<file path="src/hdl/raw_opl_command_stream_player_assert.svh">
// Assertion macros for the raw OPL command stream player.
// Included by the modules that check their own logic; no other dependencies.
`ifndef RAW_OPL_COMMAND_STREAM_PLAYER_ASSERT_SVH
`define RAW_OPL_COMMAND_STREAM_PLAYER_ASSERT_SVH
`ifndef ASSERT_OFF
`define ROCSP_ASSERT(lbl, clk_s, rst_s, prop, msg) \
  lbl: assert property (@(posedge clk_s) disable iff (!rst_s) prop) else $error(msg);
`define ROCSP_ASSERT_ALWAYS(lbl, clk_s, prop, msg) \
  lbl: assert property (@(posedge clk_s) prop) else $error(msg);
`else
`define ROCSP_ASSERT(lbl, clk_s, rst_s, prop, msg)
`define ROCSP_ASSERT_ALWAYS(lbl, clk_s, prop, msg)
`endif
`endif

</file>
<file path="src/hdl/rocsp_pkg.sv">
// Shared types and code constants for the raw OPL command stream player.
// No dependencies.
package rocsp_pkg;

  localparam int BYTE_W      = 8;
  localparam int CLK_W       = 16;
  localparam int IN_TDATA_W  = 16;
  localparam int OUT_TDATA_W = 40;
  localparam int OUT_TUSER_W = 5;

  localparam logic                REQ_TICK      = 1'b0;
  localparam logic [BYTE_W-1:0]   CMD_DELAY     = 8'h00;
  localparam logic [BYTE_W-1:0]   CMD_CTRL      = 8'h02;
  localparam logic [BYTE_W-1:0]   CMD_SKIP_LO   = 8'h03;
  localparam logic [BYTE_W-1:0]   CMD_SKIP_HI   = 8'h04;
  localparam logic [BYTE_W-1:0]   CMD_END       = 8'hFF;
  localparam logic [BYTE_W-1:0]   PRM_END       = 8'hFF;
  localparam logic [BYTE_W-1:0]   PRM_CLOCK     = 8'h00;
  localparam logic [BYTE_W-1:0]   PRM_BANK_HIGH = 8'h02;

  typedef struct packed {
    logic              req_type;
    logic [BYTE_W-1:0] cmd_byte;
    logic [BYTE_W-1:0] param_byte;
  } item_t;

  typedef struct packed {
    logic              opl_write;
    logic              opl_bank;
    logic [BYTE_W-1:0] opl_reg;
    logic [BYTE_W-1:0] opl_data;
    logic              speed_write;
    logic [CLK_W-1:0]  speed_value;
    logic              burst_done;
    logic              want_data;
    logic              song_end;
  } result_t;

  typedef struct packed {
    logic  valid;
    item_t item;
  } stage_t;

endpackage

</file>
<file path="src/hdl/raw_opl_command_stream_player.sv">
// Top level of the raw OPL command stream player: input stage, decode, output stage.
// Depends on rocsp_pkg, rocsp_in_stage, rocsp_decode and rocsp_out_stage.
//
//  channel | direction | contents
//  in_*    | slave     | tick or command/parameter pair, one per transaction
//  out_*   | master    | one result per input transaction, same order
//  cfg_*   | write     | initial clock divisor
//
// One transaction per cycle sustained while out_tready stays high; an output stall holds the flow.
// A transaction passes the input register, the pair decode and then the output register.
// Reset clears all flags, the delay counter and the clock divisor to zero.
// A stalled output holds its result; the input stage refills while the output drains.
module raw_opl_command_stream_player (
  input  logic                                clk,
  input  logic                                rst_n,
  input  logic                                in_tvalid,
  output logic                                in_tready,
  // [7:0] cmd_byte, [15:8] param_byte
  input  logic [rocsp_pkg::IN_TDATA_W-1:0]    in_tdata,
  // [0] req_type
  input  logic                                in_tuser,
  output logic                                out_tvalid,
  input  logic                                out_tready,
  // [0] opl_bank, [8:1] opl_reg, [16:9] opl_data, [32:17] speed_value, [39:33] zero
  output logic [rocsp_pkg::OUT_TDATA_W-1:0]   out_tdata,
  // [0] opl_write, [1] speed_write, [2] burst_done, [3] want_data, [4] song_end
  output logic [rocsp_pkg::OUT_TUSER_W-1:0]   out_tuser,
  input  logic                                cfg_we,
  input  logic [rocsp_pkg::CLK_W-1:0]         cfg_wdata
);
  import rocsp_pkg::*;

  item_t   in_item;
  stage_t  stage;
  result_t dec_res;
  result_t out_res;
  logic    load;

  assign in_item.req_type   = in_tuser;
  assign in_item.cmd_byte   = in_tdata[BYTE_W-1:0];
  assign in_item.param_byte = in_tdata[2*BYTE_W-1:BYTE_W];

  rocsp_in_stage u_in_stage (
    .clk       (clk),
    .rst_n     (rst_n),
    .in_tvalid (in_tvalid),
    .in_tready (in_tready),
    .in_item   (in_item),
    .advance   (load),
    .stage     (stage)
  );

  rocsp_decode u_decode (
    .clk       (clk),
    .rst_n     (rst_n),
    .cfg_we    (cfg_we),
    .cfg_wdata (cfg_wdata),
    .item      (stage.item),
    .fire      (load),
    .res       (dec_res)
  );

  rocsp_out_stage u_out_stage (
    .clk        (clk),
    .rst_n      (rst_n),
    .src_valid  (stage.valid),
    .src_res    (dec_res),
    .load       (load),
    .out_tvalid (out_tvalid),
    .out_tready (out_tready),
    .out_res    (out_res)
  );

  assign out_tdata = {7'd0, out_res.speed_value, out_res.opl_data, out_res.opl_reg,
                      out_res.opl_bank};
  assign out_tuser = {out_res.song_end, out_res.want_data, out_res.burst_done,
                      out_res.speed_write, out_res.opl_write};

endmodule

</file>
<file path="src/hdl/rocsp_in_stage.sv">
// Input register stage: holds one accepted command/tick transaction.
// Depends on rocsp_pkg.
module rocsp_in_stage (
  input  logic            clk,
  input  logic            rst_n,
  input  logic            in_tvalid,
  output logic            in_tready,
  input  rocsp_pkg::item_t in_item,
  input  logic            advance,
  output rocsp_pkg::stage_t stage
);
  import rocsp_pkg::*;

  logic  valid_r, valid_nxt;
  item_t item_r;

  assign in_tready = !valid_r || advance;

  always_comb begin
    valid_nxt = valid_r;
    if (in_tready) begin
      valid_nxt = in_tvalid;
    end
  end

  always_ff @(posedge clk) begin
    if (!rst_n) begin
      valid_r <= 1'b0;
    end else begin
      valid_r <= valid_nxt;
    end
  end

  always_ff @(posedge clk) begin
    if (in_tvalid && in_tready) begin
      item_r <= in_item;
    end
  end

  assign stage.valid = valid_r;
  assign stage.item  = item_r;

endmodule

</file>
<file path="src/hdl/rocsp_decode.sv">
// Player state and single-pass decode of one command pair or tick.
// Depends on rocsp_pkg and raw_opl_command_stream_player_assert.svh.
`include "raw_opl_command_stream_player_assert.svh"
module rocsp_decode (
  input  logic                          clk,
  input  logic                          rst_n,
  input  logic                          cfg_we,
  input  logic [rocsp_pkg::CLK_W-1:0]   cfg_wdata,
  input  rocsp_pkg::item_t              item,
  input  logic                          fire,
  output rocsp_pkg::result_t            res
);
  import rocsp_pkg::*;

  logic [BYTE_W-1:0] delay_left_r, delay_left_nxt;
  logic              bank_high_r, bank_high_nxt;
  logic              clock_pending_r, clock_pending_nxt;
  logic [CLK_W-1:0]  clock_divisor_r, clock_divisor_nxt;
  logic              finished_r, finished_nxt;

  always_comb begin
    delay_left_nxt    = delay_left_r;
    bank_high_nxt     = bank_high_r;
    clock_pending_nxt = clock_pending_r;
    clock_divisor_nxt = clock_divisor_r;
    finished_nxt      = finished_r;
    res               = '0;
    if (!finished_r) begin
      if (item.req_type == REQ_TICK) begin
        if (delay_left_r != '0) begin
          delay_left_nxt = delay_left_r - BYTE_W'(1);
        end else begin
          res.want_data = 1'b1;
        end
      end else if (clock_pending_r) begin
        clock_divisor_nxt = {item.cmd_byte, item.param_byte};
        clock_pending_nxt = 1'b0;
        res.speed_write   = 1'b1;
      end else if (item.cmd_byte == CMD_DELAY) begin
        delay_left_nxt = item.param_byte - BYTE_W'(1);
        res.burst_done = 1'b1;
      end else if (item.cmd_byte == CMD_CTRL) begin
        if (item.param_byte == PRM_CLOCK) begin
          clock_pending_nxt = 1'b1;
        end else begin
          bank_high_nxt = (item.param_byte == PRM_BANK_HIGH);
        end
      end else if (item.cmd_byte == CMD_SKIP_LO || item.cmd_byte == CMD_SKIP_HI) begin
        res.opl_write = 1'b0;
      end else if (item.cmd_byte == CMD_END) begin
        if (item.param_byte == PRM_END) begin
          finished_nxt = 1'b1;
        end
      end else begin
        res.opl_write = 1'b1;
        res.opl_reg   = item.cmd_byte;
        res.opl_data  = item.param_byte;
      end
    end
    res.opl_bank    = bank_high_nxt;
    res.speed_value = clock_divisor_nxt;
    res.song_end    = finished_nxt;
  end

  always_ff @(posedge clk) begin
    if (!rst_n) begin
      delay_left_r    <= '0;
      bank_high_r     <= 1'b0;
      clock_pending_r <= 1'b0;
      clock_divisor_r <= '0;
      finished_r      <= 1'b0;
    end else if (cfg_we) begin
      clock_divisor_r <= cfg_wdata;
    end else if (fire) begin
      delay_left_r    <= delay_left_nxt;
      bank_high_r     <= bank_high_nxt;
      clock_pending_r <= clock_pending_nxt;
      clock_divisor_r <= clock_divisor_nxt;
      finished_r      <= finished_nxt;
    end
  end

  `ROCSP_ASSERT(a_finished_sticky, clk, rst_n, finished_r |=> finished_r, "song end flag dropped")
  `ROCSP_ASSERT(a_no_write_after_end, clk, rst_n, finished_r |-> (!res.opl_write && !res.want_data && !res.speed_write), "activity after song end")
  `ROCSP_ASSERT(a_one_kind, clk, rst_n, $onehot0({res.opl_write, res.speed_write, res.burst_done, res.want_data}), "result carries more than one kind")
  `ROCSP_ASSERT(a_clock_consumed, clk, rst_n, (fire && !cfg_we && clock_pending_r && !finished_r && item.req_type != REQ_TICK) |=> (!clock_pending_r && $past(res.speed_write)), "pending divisor not consumed")

endmodule

</file>
<file path="src/hdl/rocsp_out_stage.sv">
// Output register stage: holds one result transaction until taken.
// Depends on rocsp_pkg.
module rocsp_out_stage (
  input  logic              clk,
  input  logic              rst_n,
  input  logic              src_valid,
  input  rocsp_pkg::result_t src_res,
  output logic              load,
  output logic              out_tvalid,
  input  logic              out_tready,
  output rocsp_pkg::result_t out_res
);
  import rocsp_pkg::*;

  logic    valid_r, valid_nxt;
  result_t res_r;

  assign load = src_valid && (!valid_r || out_tready);

  always_comb begin
    valid_nxt = valid_r;
    if (load) begin
      valid_nxt = 1'b1;
    end else if (out_tready) begin
      valid_nxt = 1'b0;
    end
  end

  always_ff @(posedge clk) begin
    if (!rst_n) begin
      valid_r <= 1'b0;
    end else begin
      valid_r <= valid_nxt;
    end
  end

  always_ff @(posedge clk) begin
    if (load) begin
      res_r <= src_res;
    end
  end

  assign out_tvalid = valid_r;
  assign out_res    = res_r;

endmodule

</file>
<file path="config.mk">
export PLATFORM = sky130hd
export DESIGN_NAME = raw_opl_command_stream_player
export DESIGN_NICKNAME = d
export VERILOG_FILES = /design/src/hdl/rocsp_pkg.sv /design/src/hdl/raw_opl_command_stream_player.sv /design/src/hdl/rocsp_in_stage.sv /design/src/hdl/rocsp_decode.sv /design/src/hdl/rocsp_out_stage.sv
export VERILOG_INCLUDE_DIRS = /design/src /design/src/hdl
export SDC_FILE = /design/constraint.sdc
export NUM_CORES = 1
export LEC_CHECK = 0
export BUFFER_PORTS_ARGS = -buffer_cell sky130_fd_sc_hd__buf_2
export CORE_UTILIZATION = 54
export CTS_CLUSTER_SIZE = 16
export DETAILED_ROUTE_END_ITERATION = 12
export GPL_ROUTABILITY_DRIVEN = 0
export PLACE_DENSITY_LB_ADDON = 0.15
export SYNTH_ARGS = -nofsm -noshare
export SYNTH_HDL_FRONTEND = slang
export SYNTH_SLANG_ARGS = --single-unit
</file>
<file path="constraint.sdc">
create_clock -name clk -period 2.7 [get_ports clk]
set_clock_uncertainty 0.2 [all_clocks]
set_input_delay 0.54 -clock clk [delete_from_list [all_inputs] [get_ports clk]]
set_output_delay 0.54 -clock clk [all_outputs]
set_load 0.1 [all_outputs]
</file>
==> flow_metrics.py <==
metrics = {
    "clock_tree": {
        "numCtsBuffers": 9,
        "clk-insertion-delay-late_ps": 350,
        "cts.sinks": 84,
        "cts_tree": "yes",
        "clk_path_buf_depth": 2,
        "holdBufCountCts": 0,
        "post_cts_buffers": 0,
        "root_buffer": "clkbuf_8",
        "ctsHtreeMaxLevel": 3,
        "cts_resized": 0,
        "clkTransAtPathRegs_ps": 80,
    },
    "yosys": {
        "synth_seq_area_share_pct": 58.8,
        "avgSynthCellArea_sq_um": 11.5,
        "synthTopCellsByArea": "edfxtp_1 (44%), dfxtp_1 (15%), and2_1 (5.8%), mux2i_1 (5.0%), mux2_2 (4.7%)",
        "ys_async_sr_fraction_pct": 0,
        "synth-main-ff-cell": "edfxtp_1",
        "synth_seq_cells": 84,
        "synth_edf_count": 55,
        "synth_area_sq_um": 3790,
        "ys_types": 47,
        "yosys_warnings": 0,
        "yosysTopAreaCell": "edfxtp_1",
        "netlist_instances": 329,
        "synth_top_area_share_pct": 43.5,
    },
    "pwr": {
        "power_density_nw_per_um2": 637,
        "peakVddDrop_v": 0.000396,
        "leakage_nw": 1.76,
    },
    "min_path": {
        "hp-class": "in -> reg",
    },
    "place": {
        "dp_hpwl_mm": 5.36,
        "pre_cts_slack_ps": 193,
        "dp_cells": 494,
        "post_dp_cell_area_sq_um": 4290,
        "portBuffers": 77,
    },
    "flow_run": {
        "drv_cap": 0,
    },
    "floorplanning": {
        "fp.dieH_um": 85.8,
        "initial_utilization_pct": 55.9,
        "fp.dieW_um": 85.8,
        "num_rows": 30,
        "die_area_sq_um": 7370,
        "ioPinCount": 85,
        "core_sq_um": 6790,
    },
    "global_route": {
        "grt_overflow": 0,
        "gr-usage-met3_pct": 4.62,
        "antenna_found_initial": 0,
        "grt_pass1_wl_mm": 12.5,
        "met1_usage_pct": 32.5,
        "use_met2_pct": 33.8,
        "grt.busiest_layer": "met2",
        "grt_util_all_layers_pct": 22.6,
        "grt_pass1_vias": 2540,
        "grt_max_degree": 34,
    },
    "sta": {
        "period_needed_ps": 2440,
        "setup_viol": 0,
        "tightestPinTransition_ps": 507,
        "fmax_mhz": 409,
        "final_max_slew_viol_count": 0,
        "post-route-period-util_pct": 90.5,
        "hold_viol": 0,
        "whs_ps": 157,
        "fin_tns_setup_ps": 0,
        "slew-limit-headroom_pct": 66.0,
        "setup_slack_ps": 257,
        "rsz0062_at_grt": "false",
    },
    "final_layout": {
        "fin_area_sq_um": 4490,
        "final_cell_count_no_fill": 510,
        "drive_gt1_share_pct": 30.7,
        "final_common_cell": "buf_2",
        "nets": 448,
        "antenna_cells": 0,
        "final_cell_mix": "buf_2 (77), edfxtp_1 (55), and2_1 (35), nand2_1 (32), dfxtp_1 (28)",
        "syn_to_final_growth_pct": 18.2,
    },
    "critical_path": {
        "cp_data_arrival_time_ps": 2470,
        "start_kind": "flip-flop",
        "end_kind": "flip-flop",
        "crit_slowest_cell": "or3_1",
        "crit_fanout": 8,
        "required_ps": 2730,
        "worstPathCellList": "nor4_1, a31oi_1, or3_1, a221oi_2, a31oi_1",
        "cp_common_cell": "a31oi_1",
        "max_stage_delay_ps": 530,
        "crit_type": "reg -> reg",
    },
    "routing": {
        "drt-pass1-iter-count": 4,
        "vias": 2693,
        "ant_nets": 0,
        "wl_per_cell_um": 15.1,
        "drcViolationCount": 0,
        "viasPerCell": 5.28,
        "first_iter_violations": 192,
        "wl_mm": 7.71,
    },
    "outcome": {
        "status": "complete, no violations",
    },
}
-- area by class of cell --
cell class / count / area (sq um)
inverter: 7 / 26.3
fill: 518 / 2310
sequential: 84 / 2230
timing repair buffer: 87 / 473
clock buffer: 11 / 141
multi-input combinational: 220 / 1440
clock inverter: 5 / 51.3
tap: 96 / 120
-- worst max-delay path: cells and delay by family (launching register included) --
family / cells / cell delay (ps)
DFF: 1 / 480
and+or+nand+nor: 2 / 1020
AOI/OAI and AO/OA: 3 / 620
-- through the flow --
stage	power, mW	util [%]
final	2.86	66.0
after global placement	2.00	63.2
after detailed placement	2.01	63.2
after CTS	2.87	66.0
after floorplan	1.91	-
after global routing	2.96	66.0
-- power breakdown --
part	switching (mW)	internal (mW)	leakage [nW]	total, mW
sequential	0.0447	1.44	0.764	1.48
combinational	0.379	0.121	0.901	0.499
clock	0.428	0.447	0.0967	0.875
-- registers in the layout, indices dropped and copies added, names as in the netlist --
| name | count |
|---|---|
| u_out_stage.out_tvalid | 1 |
| u_in_stage.valid_r | 1 |
| u_in_stage.stage | 17 |
| u_decode.finished_r | 1 |
| u_decode.bank_high_r | 1 |
| u_decode.clock_divisor_r | 16 |
| u_decode.clock_pending_r | 1 |
| u_out_stage.out_res | 38 |
| u_decode.delay_left_r | 8 |
-- cells by family (layout without fill, tap and decap cells) --
| kind of cell | after synthesis | after routing | synth area share, % |
|---|---|---|---|
| other | 1 | 7 | 0.0988 |
| xor gates and xnor gates | 1 | 1 | 0.231 |
| and+or+nand+nor | 125 | 125 | 18.2 |
| DFF | 84 | 84 | 58.8 |
| muxes | 35 | 35 | 9.76 |
| buffers and inverters | 31 | 110 | 4.15 |
| AOI/OAI and AO/OA | 51 | 51 | 8.37 |
| adders and majority gates | 1 | 1 | 0.330 |
-- layer usage --
metal,part of all wire [%],up-vias
li1,-,1338
met1,49,1262
met3,4.7,10
met4,1.5,0
met5,0,-
met2,45,83
-- cells in the mapped netlist (2+ instances only) --
library cell	instances
buf_2	6
mux2_2	16
o21ai_0	20
clkbuf_1	9
buf_4	7
edfxtp_1	55
a21boi_0	2
o32ai_1	2
a21oi_1	11
nor4_1	8
nor2_1	17
nand4_1	5
a31oi_1	3
inv_1	7
or3_1	2
nor3_1	5
mux2i_1	19
or4_1	2
nand3_1	5
and3b_1	2
nor2b_1	2
a211oi_1	3
nand2_1	32
nand2b_1	3
o21a_1	2
and2_1	35
dfxtp_1	29
-- final timing paths --
kind / start / to / slack [ps] / cells after the start
max: u_in_stage.stage[8] / u_decode.delay_left_r[6] / 260 / 5
min: in_tdata[13] / u_in_stage.stage[5] / 160 / 1
max reg2reg: u_in_stage.stage[8] / u_decode.delay_left_r[6] / 260 / 5
min reg2reg: u_decode.bank_high_r / u_decode.bank_high_r / 280 / 2
Power figures use the tool's default switching activity.
